## config.mk

```make
export PLATFORM = sky130hd
export DESIGN_NAME = dpm_cfg
export DESIGN_NICKNAME = d
export VERILOG_FILES = /design/src/sv/dpm_pkg.sv /design/src/sv/dpm_cfg.sv
export SDC_FILE = /design/constraint.sdc
export NUM_CORES = 1
export LEC_CHECK = 0
export BUFFER_PORTS_ARGS = -buffer_cell sky130_fd_sc_hd__buf_2
export CORE_UTILIZATION = 36
export DETAILED_ROUTE_END_ITERATION = 8
export PLACE_DENSITY = 0.75
export RECOVER_POWER = 25
export SYNTH_ARGS = -nofsm -noshare
export SYNTH_HDL_FRONTEND = slang
export SYNTH_SLANG_ARGS = --single-unit
```

## constraint.sdc

```tcl
create_clock -name clk -period 0.8 [get_ports clk]
set_clock_uncertainty 0.05 [all_clocks]
set_input_delay 0.08 -clock clk [delete_from_list [all_inputs] [get_ports clk]]
set_output_delay 0.08 -clock clk [all_outputs]
set_load 0.005 [all_outputs]
```

## src/sv/dpm_pkg.sv

```systemverilog
// ----------------------------------------------------------------------------
// dpm_pkg: shared definitions for the dual palette merge block
// Constants, register indexes, command modes and the configuration bundle.
// ----------------------------------------------------------------------------
package dpm_pkg;

  localparam int MAX_ENTRIES_DEF  = 256;
  localparam int PALETTE_SIZE_DEF = 256;

  localparam int COLOUR_W = 24;   // packed R:G:B
  localparam int INDEX_W  = 8;    // palette index and pixel width
  localparam int PAIR_W   = 2 * INDEX_W;
  localparam int DIST_W   = 11;   // 2R+4G+B tops out at 1785
  localparam int THR_W    = 12;
  localparam int SUM_W    = 12;   // d1 + d2 and the running best

  localparam logic [SUM_W-1:0] DIFF_LIMIT = 12'd3000;
  localparam logic [THR_W-1:0] THR_RESET  = 12'd350;

  // command modes
  localparam logic [1:0] MODE_LOAD_FIRST  = 2'd0;
  localparam logic [1:0] MODE_LOAD_SECOND = 2'd1;
  localparam logic [1:0] MODE_PIXEL       = 2'd2;

  // register index (paddr bit 2)
  localparam logic REG_THR_FIRST  = 1'b0;
  localparam logic REG_THR_SECOND = 1'b1;

  typedef struct packed {
    logic [THR_W-1:0] thr_first;
    logic [THR_W-1:0] thr_second;
  } cfg_t;

endpackage

```

## src/sv/dpm_cfg.sv

```systemverilog
// ----------------------------------------------------------------------------
// dpm_cfg: APB register file
// Two 12-bit threshold registers at byte offsets 0 and 4.
// ----------------------------------------------------------------------------
module dpm_cfg (
  input  logic                clk,
  input  logic                rst,
  input  logic                psel,
  input  logic                penable,
  input  logic                pwrite,
  input  logic                reg_sel,
  input  logic [31:0]         pwdata,
  output logic [31:0]         prdata,
  output logic                pready,
  output dpm_pkg::cfg_t       cfg
);

  logic wr_en;

  assign pready = 1'b1;
  assign wr_en  = psel && penable && pwrite;

  always_ff @(posedge clk) begin
    if (rst) begin
      cfg.thr_first  <= dpm_pkg::THR_RESET;
      cfg.thr_second <= dpm_pkg::THR_RESET;
    end else if (wr_en) begin
      if (reg_sel == dpm_pkg::REG_THR_FIRST) begin
        cfg.thr_first <= pwdata[dpm_pkg::THR_W-1:0];
      end else begin
        cfg.thr_second <= pwdata[dpm_pkg::THR_W-1:0];
      end
    end
  end

  assign prdata = (reg_sel == dpm_pkg::REG_THR_SECOND)
                  ? {20'd0, cfg.thr_second} : {20'd0, cfg.thr_first};

endmodule

```

# --- Word-level counts from Yosys, hierarchy flattened ---
# Cells that the tools add are included.
word_totals:
  regBits: 24
  latch_bits: 0
  ramBits: 0
  romBits: 0
  output_inout_bits: 57
  mem_count: 0
op_classes:
  add_sub_neg: 0
  mul: 0
  n_div: 0
  magnitude_cmp: 0
  eq_ne: 0
  shifts: 0
  mux: 1
  bitwise_logic: 1
  n_reduce_logical: 4
ops:
  columns: ["cell", "count"]
  rows:
  - ["two-way mux 12 bit", 1]
  - ["AND reduction 2 bit", 2]
  - ["logical AND 1 bit", 2]
  - ["NOT 1 bit", 1]

# --- Depth between registers and ports, before layout ---
depth:
  word_depth: 3
  mapped_depth: 4

# --- Worst setup path after synthesis ---
# No wires, ideal clock.
synth_timing:
  kind: "input-to-reg"
  from: "input port reg_sel"
  to: "register cfg[12] in the netlist's numbering"
  setup_ns: 0.072
  arrival_ns: 0.716
  t_required_ns: 0.678
  slack_ns: -0.038
  cell_stages: 4
  path_buffers: 2
  cell_sequence: "buf_6 > and4b_1 > buf_6 > mux2i_1"
synth_via:
  elab_chain_cells: 2
synth_lines:
  columns: ["element", "line", "source"]
  rows:
  - ["start: declaration", "dpm_cfg.sv:11", "input logic reg_sel,"]
  - ["NOT 1 bit (no line)", null, null]
  - ["AND reduction 2 bit (no line)", null, null]
  - ["end: declaration", "dpm_cfg.sv:15", "output dpm_pkg::cfg_t cfg"]
# Every way passes these cells.
# A chain may end at the register's enable or synchronous reset.

# --- Final worst setup path ---
layout_timing:
  from: "register cfg[0] in the netlist's numbering"
  to: "output port prdata[0]"
layout_via:
  elab_chain_cells: 1
layout_lines:
  columns: ["element", "line", "source"]
  rows:
  - ["two-way mux 12 bit", "dpm_cfg.sv:37", "? {20'd0, cfg.thr_second} : {20'd0, cfg.thr_first};"]
  - ["end: declaration", "dpm_cfg.sv:13", "output logic [31:0] prdata,"]
# Every way passes these cells.

==> flow_summary.yaml <==
status:
  run_status: "complete, but fails checks"
  violations: "setup timing"
setup_path:
  startpoint: "cfg[0]"
  r2r_start: "cfg[22]"
  endpoint_kind: "output pin"
  reg2reg_depth: 4
  crit_buf_inv: 1
  cp_max_fo: 2
  crit_path_start_kind: "flip-flop"
  crit_cells: 2
  crit_path_max_incr_delay_ns: 0.35
  crit_slowest_cell: "dfxtp_2"
  worstSetupPathType: "reg -> out"
  arrival_ns: 1.07
  path_cells: "mux2_2, buf_2"
  crit_family: "flip-flops"
  cp_data_required_time_ns: 0.67
worst_hold_path:
  hp-class: "in -> reg"
  holdPathStages: 4
  hold_path_startpoint: "penable"
placed_design:
  dpl_worst_slack_ns: -0.2005
  dpl.hpwl_mm: 2.062
  gp_congestion: 0.6818
  io_buffers: 53
  place_area_mm2: 0.001755
layout:
  seq_area_um2: 510.5
  n_antenna_cell: 0
  top_register: "cfg"
  nNetsFinal: 273
  fin_area_mm2: 0.002475
  layout_commonest_cell: "buf_6"
  syn_to_final_growth_pct: 88.56
  multi_input_area_um2: 795.8
  layout_common_cells: "buf_6, mux2i_1, dfxtp_2"
  largestRegisters: "cfg: 24 flops"
  drive_gt1_frac: 0.6581
  largest_reg_flops: 24
  fillCellCount: 236
synthesis:
  synth.area.top_cells: "dfxtp_1, mux2i_1, buf_4"
  synthDistinctLibCells: 14
  synth.cell_area_mm2: 0.001313
  ys_ff_latch: 24
  syn_inst: 131
  synth.top_cell.area_share: 0.3661
  yosysTopAreaCell: "dfxtp_1"
  synth_seq_area_share: 0.3661
  yosys_warnings: 0
  avgSynthCellArea_um2: 10.02
grt:
  grt_pass1_vias: 1216
  antenna_found_initial: 0
  overflow: 0
  grt_usage: 0.1760
  grt_pass1_wl_mm: 5.457
  grt_max_degree: 37
routing:
  num_vias: 1232
  drt_first_iter_violations: 20
  drcViolationCount: 0
  drtAntennaViolNets: 0
  routed_wl_mm: 3.857
  via_per_inst: 4.400
  drt-pass1-iter-count: 4
  wire_per_inst_um: 13.78
floorplan:
  core_mm2: 0.003416
  rows: 21
  die_y_um: 62.38
  die_area_mm2: 0.003891
  die_x_um: 62.38
  pin_count: 95
  start_util: 0.3842
power:
  clkPwrFrac: 0.261
  p_per_area_mw_per_mm2: 981.8
  intPower_uw: 1831
  p_sw_frac: 0.2464
  p_comb_frac: 0.226
  p_leak_uw: 0.001198
  p_switching_uw: 598.8
  ir_drop_uv: 809.6
  power_frac_seq: 0.512
  total_power_uw: 2430
sta:
  worst_slack_ns: -0.4010
  clock.fmax_mhz: 832.6
  timing.final.crit_period_ns: 1.201
  hold_viol: 0
  rsz0062_at_grt: "yes"
  slew_viol_final: 0
  setup_viol: 51
  period_share: 1.501
cts:
  cts.sinks: 24
  cts_inserted_buffers: 3
  clock_latency_ns: 0.31
  cts_tree: "yes"
  cts_root_buf: "clkbuf_4"
  clk_pin_slew_ns: 0.13
  htreeDepth: 1
  clk_path_buf_depth: 2
flow_run:
  drv_cap: 0
==> cell usage after synthesis, drive strengths merged <==
library cell  count
clkbuf            1
nand4             1
mux2i            24
nor2             18
nand2b           18
dfxtp            24
nand4b            1
and4              1
conb              2
mux2             12
and4b             1
buf              28
==> worst register-to-register path, cell delays in order (launching register included) <==
cell	delay, ns
dfxtp_2	0.36
buf_4	0.11
buf_6	0.10
nand2b_4	0.05
mux2i_1	0.14
==> power by group through the flow <==
stage | sequential [µW] | combinational [µW] | clock [µW]
after global routing | 1250 | 586 | 705
final | 1250 | 549 | 635
after global placement | 1260 | 352 | 0
after floorplan | 1270 | 249 | 0
after detailed placement | 1260 | 355 | 0
after CTS | 1240 | 461 | 660
==> final timing paths <==
| kind | end | slack (ns) |
|---|---|---|
| min reg2reg | cfg[20] | 0.50 |
| min | cfg[3] | 0.14 |
| max | prdata[0] | -0.40 |
| max reg2reg | cfg[22] | -0.07 |
==> area by class of cell <==
class	count	share of cell area
repair buffers	109	0.4343
multi-input cells	97	0.3215
flip-flops and latches	24	0.2063
well taps	46	0.02326
clock buffers	4	0.01466
==> per-layer routing <==
metal | wire (µm) | GRT usage | part of all wire
met5 | 0 | 0 | 0
met4 | 29 | 0.05233 | 0.0075
met3 | 220 | 0.02190 | 0.057
met2 | 2134 | 0.3420 | 0.55
met1 | 1473 | 0.1971 | 0.38
==> stage by stage <==
stage	utilization	hold slack, ns	cells	TNS, ns
2_1_floorplan	-	0.2015	150	-0.2127
3_3_place_gp	0.5139	0.2960	250	-5.608
3_5_place_dp	0.5139	0.3037	250	-5.920
4_1_cts	0.6484	0.003422	271	-9.630
5_1_grt	0.7245	0.1352	280	-11.86
6_report	0.7245	0.1395	280	-10.07
==> cells by family after synthesis <==
kind of cell / Yosys count / synth area share
AND/OR/NAND/NOR: 40 / 0.1792
multiplexers: 36 / 0.2860
buffers and inverters: 29 / 0.1630
flip-flops: 24 / 0.3661
other: 2 / 0.005722
==> what timing repair did <==
action | in CTS | in global routing
hold endpoints to repair | 22 | 1
endpoints found under the setup margin | 36 | 51
gates cloned | 0 | 0
gates resized for setup | 71 | 57
hold buffers | 11 | 1
pin swaps | 2 | 3
buffers inserted | 6 | 20
Note: power is estimated with default switching activity, not from simulation.
