$ cat src/sv/dpm_pkg.sv
// ----------------------------------------------------------------------------
// dpm_pkg: shared definitions for the dual palette merge block
// Constants, register indexes, command modes and the configuration bundle.
// ----------------------------------------------------------------------------
package dpm_pkg;

  localparam int MAX_ENTRIES_DEF  = 256;
  localparam int PALETTE_SIZE_DEF = 256;

  localparam int COLOUR_W = 24;   // packed R:G:B
  localparam int INDEX_W  = 8;    // palette index and pixel width
  localparam int PAIR_W   = 2 * INDEX_W;
  localparam int DIST_W   = 11;   // 2R+4G+B tops out at 1785
  localparam int THR_W    = 12;
  localparam int SUM_W    = 12;   // d1 + d2 and the running best

  localparam logic [SUM_W-1:0] DIFF_LIMIT = 12'd3000;
  localparam logic [THR_W-1:0] THR_RESET  = 12'd350;

  // command modes
  localparam logic [1:0] MODE_LOAD_FIRST  = 2'd0;
  localparam logic [1:0] MODE_LOAD_SECOND = 2'd1;
  localparam logic [1:0] MODE_PIXEL       = 2'd2;

  // register index (paddr bit 2)
  localparam logic REG_THR_FIRST  = 1'b0;
  localparam logic REG_THR_SECOND = 1'b1;

  typedef struct packed {
    logic [THR_W-1:0] thr_first;
    logic [THR_W-1:0] thr_second;
  } cfg_t;

endpackage

$ cat src/sv/dpm_dist.sv
// ----------------------------------------------------------------------------
// dpm_dist: weighted colour distance unit
// Computes 2|dR| + 4|dG| + |dB| for both palettes, registered outputs.
// ----------------------------------------------------------------------------
module dpm_dist (
  input  logic                          clk,
  input  logic [dpm_pkg::COLOUR_W-1:0]  ref_a,
  input  logic [dpm_pkg::COLOUR_W-1:0]  ref_b,
  input  logic [dpm_pkg::COLOUR_W-1:0]  col_a,
  input  logic [dpm_pkg::COLOUR_W-1:0]  col_b,
  output logic [dpm_pkg::DIST_W-1:0]    dist_a,
  output logic [dpm_pkg::DIST_W-1:0]    dist_b
);

  function automatic logic [7:0] absdiff(input logic [7:0] x, input logic [7:0] y);
    absdiff = (x > y) ? (x - y) : (y - x);
  endfunction

  function automatic logic [dpm_pkg::DIST_W-1:0] weighted(
    input logic [dpm_pkg::COLOUR_W-1:0] c1,
    input logic [dpm_pkg::COLOUR_W-1:0] c2
  );
    logic [7:0] dr;
    logic [7:0] dg;
    logic [7:0] db;
    dr = absdiff(c1[23:16], c2[23:16]);
    dg = absdiff(c1[15:8], c2[15:8]);
    db = absdiff(c1[7:0], c2[7:0]);
    weighted = {2'b00, dr, 1'b0} + {1'b0, dg, 2'b00} + {3'b000, db};
  endfunction

  always_ff @(posedge clk) begin
    dist_a <= weighted(ref_a, col_a);
    dist_b <= weighted(ref_b, col_b);
  end

endmodule

$ cat config.mk
export PLATFORM = sky130hd
export DESIGN_NAME = dpm_dist
export DESIGN_NICKNAME = d
export VERILOG_FILES = /design/src/sv/dpm_pkg.sv /design/src/sv/dpm_dist.sv
export SDC_FILE = /design/constraint.sdc
export NUM_CORES = 1
export LEC_CHECK = 0
export BUFFER_PORTS_ARGS = -buffer_cell sky130_fd_sc_hd__buf_2
export CAP_MARGIN = 20
export CORE_MARGIN = 8
export CORE_UTILIZATION = 55
export DETAILED_ROUTE_END_ITERATION = 8
export PLACE_DENSITY = 0.83
export SLEW_MARGIN = 20
export SYNTH_ARGS = -nofsm -noshare
export SYNTH_HDL_FRONTEND = slang
export SYNTH_SLANG_ARGS = --single-unit
$ cat constraint.sdc
create_clock -name clk -period 8.1 [get_ports clk]
set_input_delay 1.62 -clock clk [delete_from_list [all_inputs] [get_ports clk]]
set_output_delay 1.62 -clock clk [all_outputs]
set_load 0.02 [all_outputs]
# Word-level counts from Yosys, hierarchy flattened
# Index checks and enable logic that the tools add are counted.
# op_classes
eq_ne	0
magnitude_cmp	6
mul	0
div_mod_pow	0
mux	6
add_sub_neg	16
reduce_logical	0
shift	0
bitwise	0
# op_table
cell	count
$sub 8x8->8	12
$gt 8x8->1	6
$mux 8	6
$add 11x8->11	2
$add 9x10->11	2
# totals
ram_bits	0
regBits	22
mem_count	0
latch_bits	0
out_inout_bits	22
rom_bits	0
inputBits	97

# Longest topological paths before layout
# Gate-level depths: netlist of run 1.
# logic_depth
depth_word	4
mapped_depth	19

# Worst setup path after synthesis of run 1
# No wires, ideal clock.
# synth_path
kind	in2reg
start	input port ref_b[0] (netlist name)
end	register dist_b[10] (netlist name)
setup_slack_ps	2985
arrival_ps	5001
setup_ps	114
cell_stages	19
n_path_buf	1
required_ps	7986
cell_sequence	inv_1 ha_1 inv_1 fa_1 nand3_1 a21oi_1 o22a_1 buf_6 mux2i_1 xor2_1 fa_1 inv_1 ha_1 fa_1 a21o_1 a21oi_1 o21ai_0 a21o_1 a21o_1
# synth_between
elab_chain_cells	3
# synth_rtl
element	line	rtl
start: declaration	dpm_dist.sv:8	input logic [dpm_pkg::COLOUR_W-1:0] ref_b,
$sub 8x8->8 / $gt 8x8->1 (equally long branches)	dpm_dist.sv:16	absdiff = (x > y) ? (x - y) : (y - x);
$mux 8 (*)	dpm_dist.sv:16	
$add 11x8->11 (*)	dpm_dist.sv:29	weighted = {2'b00, dr, 1'b0} + {1'b0, dg, 2'b00} + {3'b000, db};
end signal: assignment	dpm_dist.sv:34	dist_b <= weighted(ref_b, col_b);
end: declaration	dpm_dist.sv:12	output logic [dpm_pkg::DIST_W-1:0] dist_b
# Mark *: on every way between the ends. The rest lies on a longest branch, timed or not.

# Final worst setup path of run 1
# layout_path
start	input port ref_b[5] (netlist name)
end	register dist_b[10] (netlist name)
# Same word-level chain as after synthesis.

==> results of run 1 <==
## sequential cells by signal (all words and copies together), names as in the netlist
register / cells
dist_b: 11
dist_a: 11
## layout make-up
type,count,share of cell area [%]
clock inverter,1,0.5010
antenna,1,0.04175
multi-input combinational,468,70.46
sequential,22,7.349
clock buffer,3,0.6889
inverter,133,8.330
tap,133,2.777
timing repair buffer,118,9.854
## where the power goes
part | total, mW | switching [mW] | leakage (nW) | internal, mW
Sequential | 0.192 | 0.0188 | 0.185 | 0.173
Clock | 0.106 | 0.0396 | 0.0357 | 0.0661
Combinational | 1.01 | 0.575 | 3.18 | 0.432
## metal layers
layer	GRT usage, %	wire [microns]	vias up
met3	3.099	775	14
met4	5.079	161	0
met5	0	0	-
met1	22.78	5475	2169
li1	-	-	2389
met2	35.46	6392	161
## cells in the final DEF (no fill, tap or decap), types with 2 or more instances in the layout
cell type,instances
sky130_fd_sc_hd__xnor2_1,23
sky130_fd_sc_hd__nand2_1,18
sky130_fd_sc_hd__a21o_2,2
sky130_fd_sc_hd__a21o_1,34
sky130_fd_sc_hd__ha_1,110
sky130_fd_sc_hd__a311oi_1,2
sky130_fd_sc_hd__o21ai_0,24
sky130_fd_sc_hd__nand4_1,17
sky130_fd_sc_hd__and2_1,6
sky130_fd_sc_hd__mux2_2,3
sky130_fd_sc_hd__buf_2,118
sky130_fd_sc_hd__o21bai_1,10
sky130_fd_sc_hd__nand3_1,6
sky130_fd_sc_hd__mux2i_1,39
sky130_fd_sc_hd__o22a_1,6
sky130_fd_sc_hd__a21oi_1,60
sky130_fd_sc_hd__nor3_1,2
sky130_fd_sc_hd__a31oi_1,12
sky130_fd_sc_hd__o21a_1,2
sky130_fd_sc_hd__xor2_1,23
sky130_fd_sc_hd__nand3b_1,10
sky130_fd_sc_hd__a211oi_1,15
sky130_fd_sc_hd__dfxtp_1,22
sky130_fd_sc_hd__fa_1,26
sky130_fd_sc_hd__inv_1,133
sky130_fd_sc_hd__nor4_1,2
sky130_fd_sc_hd__clkbuf_8,3
sky130_fd_sc_hd__a211oi_2,5
sky130_fd_sc_hd__o211a_1,2
sky130_fd_sc_hd__nor2_1,8
## cells in the mapped netlist, drive strengths merged
cell      n
buf      30
a31oi    12
a211oi   20
o21a      2
nor2      8
nand3     6
o21bai   10
fa       26
and2      6
nor3      2
o21ai    24
nand3b   10
nand4    17
xor2     23
xnor2    23
and3      1
nor4      2
ha      110
a21oi    60
mux2      3
o211a     2
dfxtp    22
a21o     36
mux2i    39
a311oi    2
inv     133
nand2    18
o22a      6
## worst min-delay path, stage by stage
cell	delay [ps]
sky130_fd_sc_hd__buf_2	90
sky130_fd_sc_hd__ha_1	140
sky130_fd_sc_hd__inv_1	40
## cell families (layout without fill, tap and decap cells)
logic type | count (synthesis) | in the layout | synth area share (%)
mux | 42 | 42 | 7.880
other cells | 0 | 1 | 0
simple gates | 70 | 70 | 6.974
fa+ha+maj | 136 | 136 | 35.24
compound gates | 174 | 174 | 20.87
xor+xnor | 46 | 46 | 7.485
buf+inv | 163 | 255 | 13.37
flops | 22 | 22 | 8.182
## path summary, 6_finish.rpt
path                 start          to  slack (ps)  cells after the start
hold / removal    col_a[0]   dist_a[0]        1660                      3
setup / recovery  ref_b[5]  dist_b[10]        2840                     17
==> results.txt, run 1 <==
----------------------------------------------------
[Run status]
  Run status ... complete, no violations

[CTS]
  Count of buffers added by post-CTS timing repair for setup ... 0
  PostCTS Resize Cnt ... 0
  Master cell of the clock root buffer ... sky130_fd_sc_hd__clkbuf_8
  Number of buffers between clock root and the deepest sink ... 2
  Number of sinks handled by clock tree synthesis ... 22
  CTS tree ... yes
  H-tree levels ... 1
  Clock-pin slew reported for the worst setup and hold paths after clock tree synthesis ... 90 ps
  Cts bufs inserted ... 3
  CTS Hold Bufs ... 0

[Floorplan]
  Die footprint ... 13210 sq um
  Row count ... 36
  Die Wd ... 114.9 microns
  I/O pin total ... 119
  Effective utilization at floorplan ... 55.84%
  Core Box Area ... 9639 sq um
  Overall die height ... 114.9 microns

[Global route]
  Sum of overflow across all layers after global routing ... 0
  First-pass GRT wire length ... 21.61 mm
  Initial antenna violation count ... 1
  Via count of the first global-routing pass ... 4940
  Maximum number of pins on one net before global-route repair ... 14
  Global Route Usage Sum ... 19.37%

[Synth]
  Most area-consuming cells after synthesis ... sky130_fd_sc_hd__ha_1 26%, sky130_fd_sc_hd__fa_1 9.7%, sky130_fd_sc_hd__inv_1 9.3%
  Yosys cell types ... 32
  Synthesis Warnings ... 0
  Share of synthesized area occupied by flip-flops and latches ... 8.182%
  Cells after Synth ... 653
  Syn_nets ... 886
  Area share of the largest cell type after synthesis ... 25.57%
  Post-synth design cell area ... 5383 sq um
  Library cell with the largest summed area after synthesis ... sky130_fd_sc_hd__ha_1
  Number of storage elements in the synthesis netlist ... 22
  Per-instance average area after synthesis ... 8.243 sq um

[Route]
  Post-route DRC ... 0
  Antenna Nets Post-Route ... 0
  Via count ... 4733
  DR pass1 iterations ... 5
  Total Wirelength ... 12.80 mm
  Average wire per cell in the routed design ... 14.57 microns
  Initial DRC Count ... 255
  DR vias/cell ... 5.385

[Timing]
  Sum Neg Setup Slack ... 0 ps
  Time the final worst path needs with I/O delays and setup ... 5260 ps
  Peak clock frequency supported by timing ... 0.1901 GHz
  Setup Viol. Count Final ... 0
  Slew at the pin closest to its max-slew limit ... 431.7 ps
  Max-slew violations ... 0
  Setup repair after global routing missed its margin ... false
  Final hold slack ... 1658 ps
  Worst-case headroom to the max-slew limit ... 71.22%
  Worst-case setup margin in the final layout ... 2840 ps
  Number of failing hold endpoints at the final stage ... 0
  Final Cycle Share ... 64.94%

[Power]
  Max IR drop VDD ... 0.0001435 V
  Static leakage ... 3.398 nW
  Areal power density over the cells ... 217.6 nW/um^2
  Overall Power ... 1.304 mW

[Finish]
  Filler Cells Inserted ... 867
  Total Nets Final ... 979
  Area taken by multi-input logic gates ... 4223 sq um
  FF/Latch Area ... 440.4 sq um
  Fin area ... 5993 sq um
  Area Overhead vs Synth ... 11.34%
  Fraction of final layout cells sized beyond drive strength 1 ... 17.72%
  Final cell utilization of the core ... 62.18%
  Number of non-filler instances in the completed layout ... 879

[Critical path]
  CP Data Arrival Time ... 5430 ps
  Longest individual stage delay on the worst path ... 550 ps
  Critical path startpoint category ... input port
  Critical path's top delay family ... compound AO/OA/AOI/OAI gates
  Critical-path maximum fanout ... 9
  Cell repeated most along the worst path ... sky130_fd_sc_hd__a21o_1
  Worst endpoint required time ... 8270 ps
  Worst setup path category ... input port to flop
  CP max stage cell ... sky130_fd_sc_hd__fa_1
  CP bufs+invs ... 3
  Cells along the critical path ... buf_2, inv_1, ha_1, a211oi_2, o21bai_1, o22a_1, mux2i_1, xor2_1, fa_1, inv_1, ha_1, fa_1, a21o_1, a21oi_1, o21ai_0, a21o_1, a21o_1
  Critical Path End Type ... flop

[Hold path]
  Hold/Removal Path Class ... input port to flop

[Placed design]
  Final estimated routing congestion in global placement ... 0.9093
  Worst setup slack after placement ... 2562 ps
  Instance count after placement with tap cells included ... 874
  HPWL after detailed placement ... 11.17 mm
  Count of input and output buffers ... 118
  Cell area reported after detailed placement ... 5919 sq um

[Job]
  Max-cap violations ... 0

----------------------------------------------------
Power figures use the tool's default switching activity.
==> inputs of run 2 (changes only) <==
--- a/config.mk
+++ b/config.mk
@@ -5,12 +5,13 @@
 export SDC_FILE = /design/constraint.sdc
 export NUM_CORES = 1
 export LEC_CHECK = 0
+export ABC_AREA = 1
 export BUFFER_PORTS_ARGS = -buffer_cell sky130_fd_sc_hd__buf_2
 export CAP_MARGIN = 20
 export CORE_MARGIN = 8
-export CORE_UTILIZATION = 55
+export CORE_UTILIZATION = 53
 export DETAILED_ROUTE_END_ITERATION = 8
-export PLACE_DENSITY = 0.83
+export PLACE_DENSITY = 0.82
 export SLEW_MARGIN = 20
 export SYNTH_ARGS = -nofsm -noshare
 export SYNTH_HDL_FRONTEND = slang
==> constraint.sdc (replaced) <==
create_clock -name clk -period 4.5 [get_ports clk]
set_input_delay 0.9 -clock clk [delete_from_list [all_inputs] [get_ports clk]]
set_output_delay 0.9 -clock clk [all_outputs]
set_load 0.02 [all_outputs]
==> run 2 against run 1 <==
Global-route usage decreased by 0.67 points. Combinational power increased by 76%. Worst hold slack got worse by 720 ps. Design area up 18%. Non-clock buffer count is 1 higher. Flip-flop and latch count did not move. Largest cell class unchanged.
==> results.txt, run 2 <==
----------------------------------------------------
[Global route]
  Sum of overflow across all layers after global routing ... 0 (unchanged)
  Maximum number of pins on one net before global-route repair ... 14 (unchanged)
  Via count of the first global-routing pass ... 6227 (was 4940)
  Global Route Usage Sum ... 18.70% (was 19.37%)
  First-pass GRT wire length ... 25.79 mm (was 21.61 mm)
  Initial antenna violation count ... 2 (was 1)

[Synth]
  Post-synth design cell area ... 6315 sq um (was 5383 sq um)
  Cells after Synth ... 1030 (was 653)
  Per-instance average area after synthesis ... 6.131 sq um (was 8.243 sq um)
  Yosys cell types ... 31 (was 32)
  Synthesis Warnings ... 0 (unchanged)
  Area share of the largest cell type after synthesis ... 21.80% (was 25.57%)
  Share of synthesized area occupied by flip-flops and latches ... 6.974% (was 8.182%)
  Main flop type after synthesis ... sky130_fd_sc_hd__dfxtp_1 (unchanged)
  Most frequent cell after synthesis ... sky130_fd_sc_hd__nand2_1 (was sky130_fd_sc_hd__inv_1)
  Syn_nets ... 1263 (was 886)
  Post-synth EDFFs ... 0 (unchanged)
  Library cell with the largest summed area after synthesis ... sky130_fd_sc_hd__ha_1 (unchanged)
  Most area-consuming cells after synthesis ... sky130_fd_sc_hd__ha_1 22%, sky130_fd_sc_hd__nand2_1 18%, sky130_fd_sc_hd__inv_1 15% (was sky130_fd_sc_hd__ha_1 26%, sky130_fd_sc_hd__fa_1 9.7%, sky130_fd_sc_hd__inv_1 9.3%)
  Number of storage elements in the synthesis netlist ... 22 (unchanged)
  Top cells by instance count after synthesis ... 303 x sky130_fd_sc_hd__nand2_1, 247 x sky130_fd_sc_hd__inv_1, 110 x sky130_fd_sc_hd__ha_1 (was 133 x sky130_fd_sc_hd__inv_1, 110 x sky130_fd_sc_hd__ha_1, 60 x sky130_fd_sc_hd__a21oi_1)
  Share of async-settable or async-resettable flops after synthesis ... 0% (unchanged)

[Floorplan]
  Core Box Area ... 11810 sq um (was 9639 sq um)
  Die footprint ... 15660 sq um (was 13210 sq um)
  Row count ... 40 (was 36)
  I/O pin total ... 119 (unchanged)
  Effective utilization at floorplan ... 53.46% (was 55.84%)
  Die Wd ... 125.2 microns (was 114.9 microns)
  Overall die height ... 125.2 microns (was 114.9 microns)

[Route]
  Via count ... 6298 (was 4733)
  Initial DRC Count ... 311 (was 255)
  DR vias/cell ... 4.909 (was 5.385)
  Antenna Nets Post-Route ... 0 (unchanged)
  Post-route DRC ... 0 (unchanged)
  Total Wirelength ... 14.68 mm (was 12.80 mm)
  Average wire per cell in the routed design ... 11.44 microns (was 14.57 microns)
  DR pass1 iterations ... 8 (was 5)

[Placed design]
  Final estimated routing congestion in global placement ... 0.9287 (was 0.9093)
  Count of input and output buffers ... 118 (unchanged)
  HPWL after detailed placement ... 13.05 mm (was 11.17 mm)

[Finish]
  Area Overhead vs Synth ... 11.87% (was 11.34%)
  Leading cell types in the layout, fill and taps excluded ... 303 x sky130_fd_sc_hd__nand2_1, 247 x sky130_fd_sc_hd__inv_1, 118 x sky130_fd_sc_hd__buf_2 (was 133 x sky130_fd_sc_hd__inv_1, 118 x sky130_fd_sc_hd__buf_2, 110 x sky130_fd_sc_hd__ha_1)
  Largest registers in the final layout ... dist_a x11, dist_b x11 (unchanged)
  Filler Cells Inserted ... 1201 (was 867)
  Most frequent standard cell in the layout excluding fill and tap cells ... sky130_fd_sc_hd__nand2_1 (was sky130_fd_sc_hd__inv_1)
  Total Nets Final ... 1368 (was 979)
  Fraction of final layout cells sized beyond drive strength 1 ... 13.58% (was 17.72%)

[Power]
  Static leakage ... 4.572 nW (was 3.398 nW)
  Switching share of power ... 50.74% (was 48.54%)
  Overall Power ... 2.387 mW (was 1.304 mW)
  Max IR drop VDD ... 0.0002227 V (was 0.0001435 V)
  Areal power density over the cells ... 337.9 nW/um^2 (was 217.6 nW/um^2)
  Proportion of power drawn by flip-flops and latches ... 14.7% (about the same)
  Fraction of power consumed by combinational cells ... 74.4% (was 77.2%)
  Switch Pwr ... 1.211 mW (was 633.0 uW)
  Clock share of power ... 10.8% (was 8.1%)
  Internal power ... 1.176 mW (was 671.0 uW)

[CTS]
  Master cell of the clock root buffer ... sky130_fd_sc_hd__clkbuf_16 (was sky130_fd_sc_hd__clkbuf_8)
  CTS tree ... yes (unchanged)
  PostCTS Resize Cnt ... 0 (unchanged)
  Count of buffers added by post-CTS timing repair for setup ... 0 (unchanged)
  Clock-pin slew reported for the worst setup and hold paths after clock tree synthesis ... 70 ps (was 90 ps)
  Number of sinks handled by clock tree synthesis ... 22 (unchanged)
  Number of buffers between clock root and the deepest sink ... 2 (unchanged)
  H-tree levels ... 1 (unchanged)
  Cts bufs inserted ... 3 (unchanged)
  CTS Hold Bufs ... 0 (unchanged)

[Timing]
  Slew at the pin closest to its max-slew limit ... 446.2 ps (was 431.7 ps)
  Sum Neg Setup Slack ... 0 ps (unchanged)
  Number of failing hold endpoints at the final stage ... 0 (unchanged)
  Worst-case headroom to the max-slew limit ... 69.94% (was 71.22%)
  Setup Viol. Count Final ... 0 (unchanged)
  Max-slew violations ... 0 (unchanged)
  Setup repair after global routing missed its margin ... false (unchanged)
  Final Cycle Share ... 86.63%
  Peak clock frequency supported by timing ... 0.2565 GHz
  Time the final worst path needs with I/O delays and setup ... 3898 ps

[Run status]
  Run status ... complete, no violations (unchanged)

[Hold path]
  Hold/Removal Path Class ... input port to flop (unchanged)

[Job]
  Max-cap violations ... 0 (unchanged)

[Critical path]
  Worst endpoint required time ... 4640 ps (was 8270 ps)
  Critical path startpoint category ... input port (unchanged)
  CP Data Arrival Time ... 4040 ps (was 5430 ps)
  Critical Path End Type ... flop (unchanged)
  Critical-path maximum fanout ... 11 (was 9)
  Worst setup path category ... input port to flop (unchanged)

----------------------------------------------------
## run 2: cell count changes after synthesis, moves of 11 or more
cell and delta:
sky130_fd_sc_hd__o21ai_0 -17, sky130_fd_sc_hd__nand3_1 +97, sky130_fd_sc_hd__o21ai_2 +12, sky130_fd_sc_hd__xnor2_1 -11, sky130_fd_sc_hd__nand2_1 +285, sky130_fd_sc_hd__a21o_1 -24, sky130_fd_sc_hd__nor2_1 +30, sky130_fd_sc_hd__inv_1 +114
sky130_fd_sc_hd__a21oi_1 -20, sky130_fd_sc_hd__a211oi_1 -15, sky130_fd_sc_hd__mux2i_1 -39
## run 2: cells by family (layout without fill, tap and decap cells)
family                   Yosys count  count (layout)  share of synthesized area [%]
adder cells (fa/ha/maj)          136             136                          30.04
buffers and inverters            267             371                          17.04
AND/OR/NAND/NOR                  478             478                          32.08
AO/OA/AOI/OAI                     85              85                          8.044
flip-flops                        22              22                          6.974
XOR/XNOR                          42              42                          5.825
other                              0               2                              0
## run 2: path summary, 6_finish.rpt
kind / start / end / cells past startpoint
max: ref_a[16] / dist_a[8] / 21
min: col_b[0] / dist_b[0] / 3
## run 2: stage by stage
step / instances / utilization [%] / hold WS [ps] / setup slack [ps] / cell area (sq um)
2_1_floorplan: 1030 / - / 1083 / 731.4 / 6315
3_3_place_gp: 1277 / 58.88 / 1218 / 437.4 / 6954
3_5_place_dp: 1277 / 58.88 / 1216 / 367.4 / 6954
4_1_cts: 1281 / 59.77 / 940.1 / 611.2 / 7059
5_1_grt: 1283 / 59.81 / 976.0 / 360.7 / 7064
6_report: 1283 / 59.81 / 940.3 / 601.5 / 7064
## run 2: area by class of cell
class	count	area (sq um)	share of cell area, %
flip-flops and latches	22	440.4	6.234
repair buffers	119	598.1	8.466
inverters	248	933.4	13.21
clock buffers	3	75.07	1.063
diodes	2	5.005	0.07085
clock inverters	1	30.03	0.4251
multi-input cells	741	4798	67.92
well taps	147	183.9	2.604
## run 2: power groups by stage
stage	registers, mW	clock network [mW]	logic [mW]
6_report	0.352	0.258	1.78
5_1_grt	0.360	0.269	2.03
4_1_cts	0.351	0.258	1.79
3_5_place_dp	0.355	0	1.76
3_3_place_gp	0.355	0	1.72
2_1_floorplan	0.453	0	1.23
## run 2: metal layers
| metal | GRT usage, % | share of wire [%] | routed length [microns] |
|---|---|---|---|
| met5 | 0 | 0 | 0 |
| met4 | 4.728 | 2.3 | 331 |
| met3 | 3.060 | 4.6 | 672 |
| met2 | 34.80 | 49 | 7131 |
| met1 | 21.64 | 45 | 6548 |
## run 2: worst max-delay path, stage by stage
cell	delay, ps
sky130_fd_sc_hd__buf_2	110
sky130_fd_sc_hd__inv_1	50
sky130_fd_sc_hd__ha_1	130
sky130_fd_sc_hd__inv_1	60
sky130_fd_sc_hd__fa_1	400
sky130_fd_sc_hd__nand2_1	80
sky130_fd_sc_hd__nand3_1	100
sky130_fd_sc_hd__nand3_1	90
sky130_fd_sc_hd__nand2_1	70
sky130_fd_sc_hd__nand2_2	200
sky130_fd_sc_hd__inv_1	120
sky130_fd_sc_hd__nand2_1	70
sky130_fd_sc_hd__nand2_1	60
sky130_fd_sc_hd__fa_1	460
sky130_fd_sc_hd__ha_1	250
sky130_fd_sc_hd__fa_1	420
sky130_fd_sc_hd__nand3_1	90
sky130_fd_sc_hd__nand2_1	90
sky130_fd_sc_hd__nand2_1	70
sky130_fd_sc_hd__a21oi_1	90
sky130_fd_sc_hd__xor2_1	150
==> inputs of run 3 (changes only) <==
--- a/config.mk
+++ b/config.mk
@@ -5,11 +5,10 @@
 export SDC_FILE = /design/constraint.sdc
 export NUM_CORES = 1
 export LEC_CHECK = 0
-export ABC_AREA = 1
 export BUFFER_PORTS_ARGS = -buffer_cell sky130_fd_sc_hd__buf_2
 export CAP_MARGIN = 20
 export CORE_MARGIN = 8
-export CORE_UTILIZATION = 53
+export CORE_UTILIZATION = 52
 export DETAILED_ROUTE_END_ITERATION = 8
 export PLACE_DENSITY = 0.82
 export SLEW_MARGIN = 20
==> run 3 against run 2 <==
Flip-flop and latch count unchanged. Global-route usage is 0.85 points lower. Clock power fell by 25%. Sequential share of layout area grew 0.85 points. Clock-buffer cell count is the same. Sequential power fell by 2%. Cell count is 29% lower. Worst setup slack got worse by 350 ps. First-iteration DRC count grew 5.1%. Highest routed layer is now met5. Critical path depth shrank 2. Combinational power rose by 6%.
==> results.txt, run 3 (synthesis gave the netlist of run 1 again) <==
----------------------------------------------------
[CTS]
  Cts bufs inserted ... 3 (unchanged)
  CTS tree ... yes (unchanged)
  Clock-pin slew reported for the worst setup and hold paths after clock tree synthesis ... 90 ps (was 70 ps)
  Number of buffers between clock root and the deepest sink ... 2 (unchanged)
  Count of buffers added by post-CTS timing repair for setup ... 0 (unchanged)
  Number of sinks handled by clock tree synthesis ... 22 (unchanged)
  Master cell of the clock root buffer ... sky130_fd_sc_hd__clkbuf_8 (was sky130_fd_sc_hd__clkbuf_16)
  H-tree levels ... 1 (unchanged)

[Power]
  Static leakage ... 3.539 nW (was 4.572 nW)
  Clock share of power ... 8.0% (was 10.8%)
  Internal power ... 1.286 mW (was 1.176 mW)
  Switching share of power ... 46.95% (was 50.74%)
  Areal power density over the cells ... 389.8 nW/um^2 (was 337.9 nW/um^2)
  Fraction of power consumed by combinational cells ... 77.8% (was 74.4%)
  Switch Pwr ... 1.138 mW (was 1.211 mW)
  Proportion of power drawn by flip-flops and latches ... 14.2% (was 14.7%)
  Max IR drop VDD ... 0.0002164 V (was 0.0002227 V)

[Timing]
  Slew at the pin closest to its max-slew limit ... 421.5 ps (was 446.2 ps)
  Peak clock frequency supported by timing ... 0.2356 GHz (was 0.2565 GHz)
  Worst-case headroom to the max-slew limit ... 71.60% (was 69.94%)
  Max-slew violations ... 0 (unchanged)
  Time the final worst path needs with I/O delays and setup ... 4244 ps (was 3898 ps)
  Setup Viol. Count Final ... 0 (unchanged)
  Setup repair after global routing missed its margin ... false (unchanged)
  Final Cycle Share ... 94.32% (was 86.63%)
  Number of failing hold endpoints at the final stage ... 0 (unchanged)

[Global route]
  Via count of the first global-routing pass ... 4972 (was 6227)
  First-pass GRT wire length ... 21.58 mm (was 25.79 mm)
  Sum of overflow across all layers after global routing ... 0 (unchanged)
  Global Route Usage Sum ... 17.85% (was 18.70%)
  Initial antenna violation count ... 4 (was 2)
  Maximum number of pins on one net before global-route repair ... 14 (unchanged)

[Finish]
  Most frequent standard cell in the layout excluding fill and tap cells ... sky130_fd_sc_hd__inv_1 (was sky130_fd_sc_hd__nand2_1)
  Total Nets Final ... 1008 (was 1368)
  Leading cell types in the layout, fill and taps excluded ... 133 x sky130_fd_sc_hd__inv_1, 118 x sky130_fd_sc_hd__buf_2, 110 x sky130_fd_sc_hd__ha_1 (was 303 x sky130_fd_sc_hd__nand2_1, 247 x sky130_fd_sc_hd__inv_1, 118 x sky130_fd_sc_hd__buf_2)
  Fraction of final layout cells sized beyond drive strength 1 ... 20.93% (was 13.58%)
  Largest registers in the final layout ... dist_a x11, dist_b x11 (unchanged)
  Number of non-filler instances in the completed layout ... 912 (was 1283)
  Area Overhead vs Synth ... 15.57% (was 11.87%)
  Fin area ... 6221 sq um (was 7064 sq um)

[Floorplan]
  I/O pin total ... 119 (unchanged)
  Die Wd ... 117.7 microns (was 125.2 microns)
  Die footprint ... 13860 sq um (was 15660 sq um)
  Core Box Area ... 10180 sq um (was 11810 sq um)
  Effective utilization at floorplan ... 52.85% (was 53.46%)
  Row count ... 37 (was 40)
  Overall die height ... 117.7 microns (was 125.2 microns)

[Route]
  Post-route DRC ... 0 (unchanged)
  DR pass1 iterations ... 4 (was 8)
  Via count ... 4795 (was 6298)
  DR vias/cell ... 5.258 (was 4.909)
  Antenna Nets Post-Route ... 0 (unchanged)
  Total Wirelength ... 12.39 mm (was 14.68 mm)
  Average wire per cell in the routed design ... 13.59 microns (was 11.44 microns)
  Initial DRC Count ... 327 (was 311)

[Critical path]
  Worst Setup SP ... ref_b[0] (was ref_a[16])
  Worst setup path category ... input port to flop (unchanged)
  Critical Path End Type ... flop (unchanged)
  Cells along the critical path ... buf_2, inv_1, ha_1, inv_1, fa_1, nand3_1, a21oi_1, o22a_1, mux2i_1, xor2_1, fa_1, inv_1, ha_1, fa_1, a21o_1, a21oi_2, o21ai_0, a21o_1, a21o_1 (was buf_2, inv_1, ha_1, inv_1, fa_1, nand2_1, nand3_1, nand3_1, nand2_1, nand2_2, inv_1, nand2_1, nand2_1, fa_1, ha_1, fa_1, nand3_1, nand2_1, nand2_1, a21oi_1, xor2_1)
  CP Data Arrival Time ... 4420 ps (was 4040 ps)
  CP max stage cell ... sky130_fd_sc_hd__fa_1 (unchanged)
  Longest individual stage delay on the worst path ... 540 ps (was 460 ps)
  Critical-path maximum fanout ... 3 (was 11)
  Critical path startpoint category ... input port (unchanged)
  Worst endpoint required time ... 4670 ps (was 4640 ps)

[Job]
  Max-cap violations ... 0 (unchanged)

[Placed design]
  Instance count after placement with tap cells included ... 906 (was 1277)
  Final estimated routing congestion in global placement ... 0.8895 (was 0.9287)
  Count of input and output buffers ... 118 (unchanged)
  HPWL after detailed placement ... 11.09 mm (was 13.05 mm)
  Cell area reported after detailed placement ... 6141 sq um (was 6954 sq um)

[Hold path]
  Hold Path Origin ... col_a[0] (was col_b[0])
  Hold/Removal Path Class ... input port to flop (unchanged)

[Run status]
  Run status ... complete, no violations (unchanged)

----------------------------------------------------
[run 3: changes by cell type in the layout (fill, tap and decap cells not counted), moves of 24 or more]
cell,change
sky130_fd_sc_hd__nand2_1,-285
sky130_fd_sc_hd__inv_1,-114
sky130_fd_sc_hd__nand3_1,-97
sky130_fd_sc_hd__mux2i_1,+39
sky130_fd_sc_hd__nor2_1,-30
sky130_fd_sc_hd__buf_4,+28
sky130_fd_sc_hd__a21o_1,+24
[run 3: through the flow]
step	utilization (%)	hold slack (ps)	setup WS, ps	power (mW)	TNS (ps)
floorplan	-	1094	104.7	1.725	0
global placement	60.29	1220	-19.52	2.182	-19.52
detailed placement	60.29	1226	-80.12	2.233	-88.98
CTS	61.00	932.0	197.8	2.437	0
global route	61.08	927.9	46.56	2.686	0
finish	61.08	922.5	255.7	2.425	0
[run 3: layer usage]
metal	vias to the layer above	wire [microns]	global-route usage [%]
li1	2459	-	-
met1	2174	5267	20.60
met2	137	6134	32.65
met3	21	702	3.213
met4	4	265	5.284
met5	-	23	0
[run 3: power groups by stage]
stage               Clock, mW  Combinational, mW  Sequential (mW)
finish                  0.193               1.89            0.344
global route            0.207               2.13            0.351
CTS                     0.196               1.90            0.344
detailed placement          0               1.89            0.348
global placement            0               1.83            0.349
floorplan                   0               1.27            0.457
[run 3: critical path, delay by kind of cell]
kind                     cells  cell delay, ps
XOR/XNOR                     1             160
buffers and inverters        4             240
AND/OR/NAND/NOR              1             100
adder cells (fa/ha/maj)      5            1690
multiplexers                 1             140
AO/OA/AOI/OAI                7            1200
[run 3: what timing repair did]
action,CTS,global route
resized for setup,0,1
endpoints found under the setup margin,0,1
hold buffers,0,0
[run 3: path summary, 6_finish.rpt]
check         end  slack [ps]  cells past startpoint
max    dist_b[10]         260                     19
min     dist_a[0]         920                      3
[run 3: final cells by class]
| cell class | count | area, sq um |
|---|---|---|
| Fill cell | 924 | 3964 |
| Clock buffer | 3 | 41.29 |
| Timing Repair Buffer | 147 | 808.3 |
| Antenna cell | 2 | 5.005 |
| Clock inverter | 1 | 30.03 |
| Inverter | 133 | 499.2 |
| Sequential cell | 22 | 440.4 |
| Tap cell | 136 | 170.2 |
| Multi-Input combinational cell | 468 | 4227 |
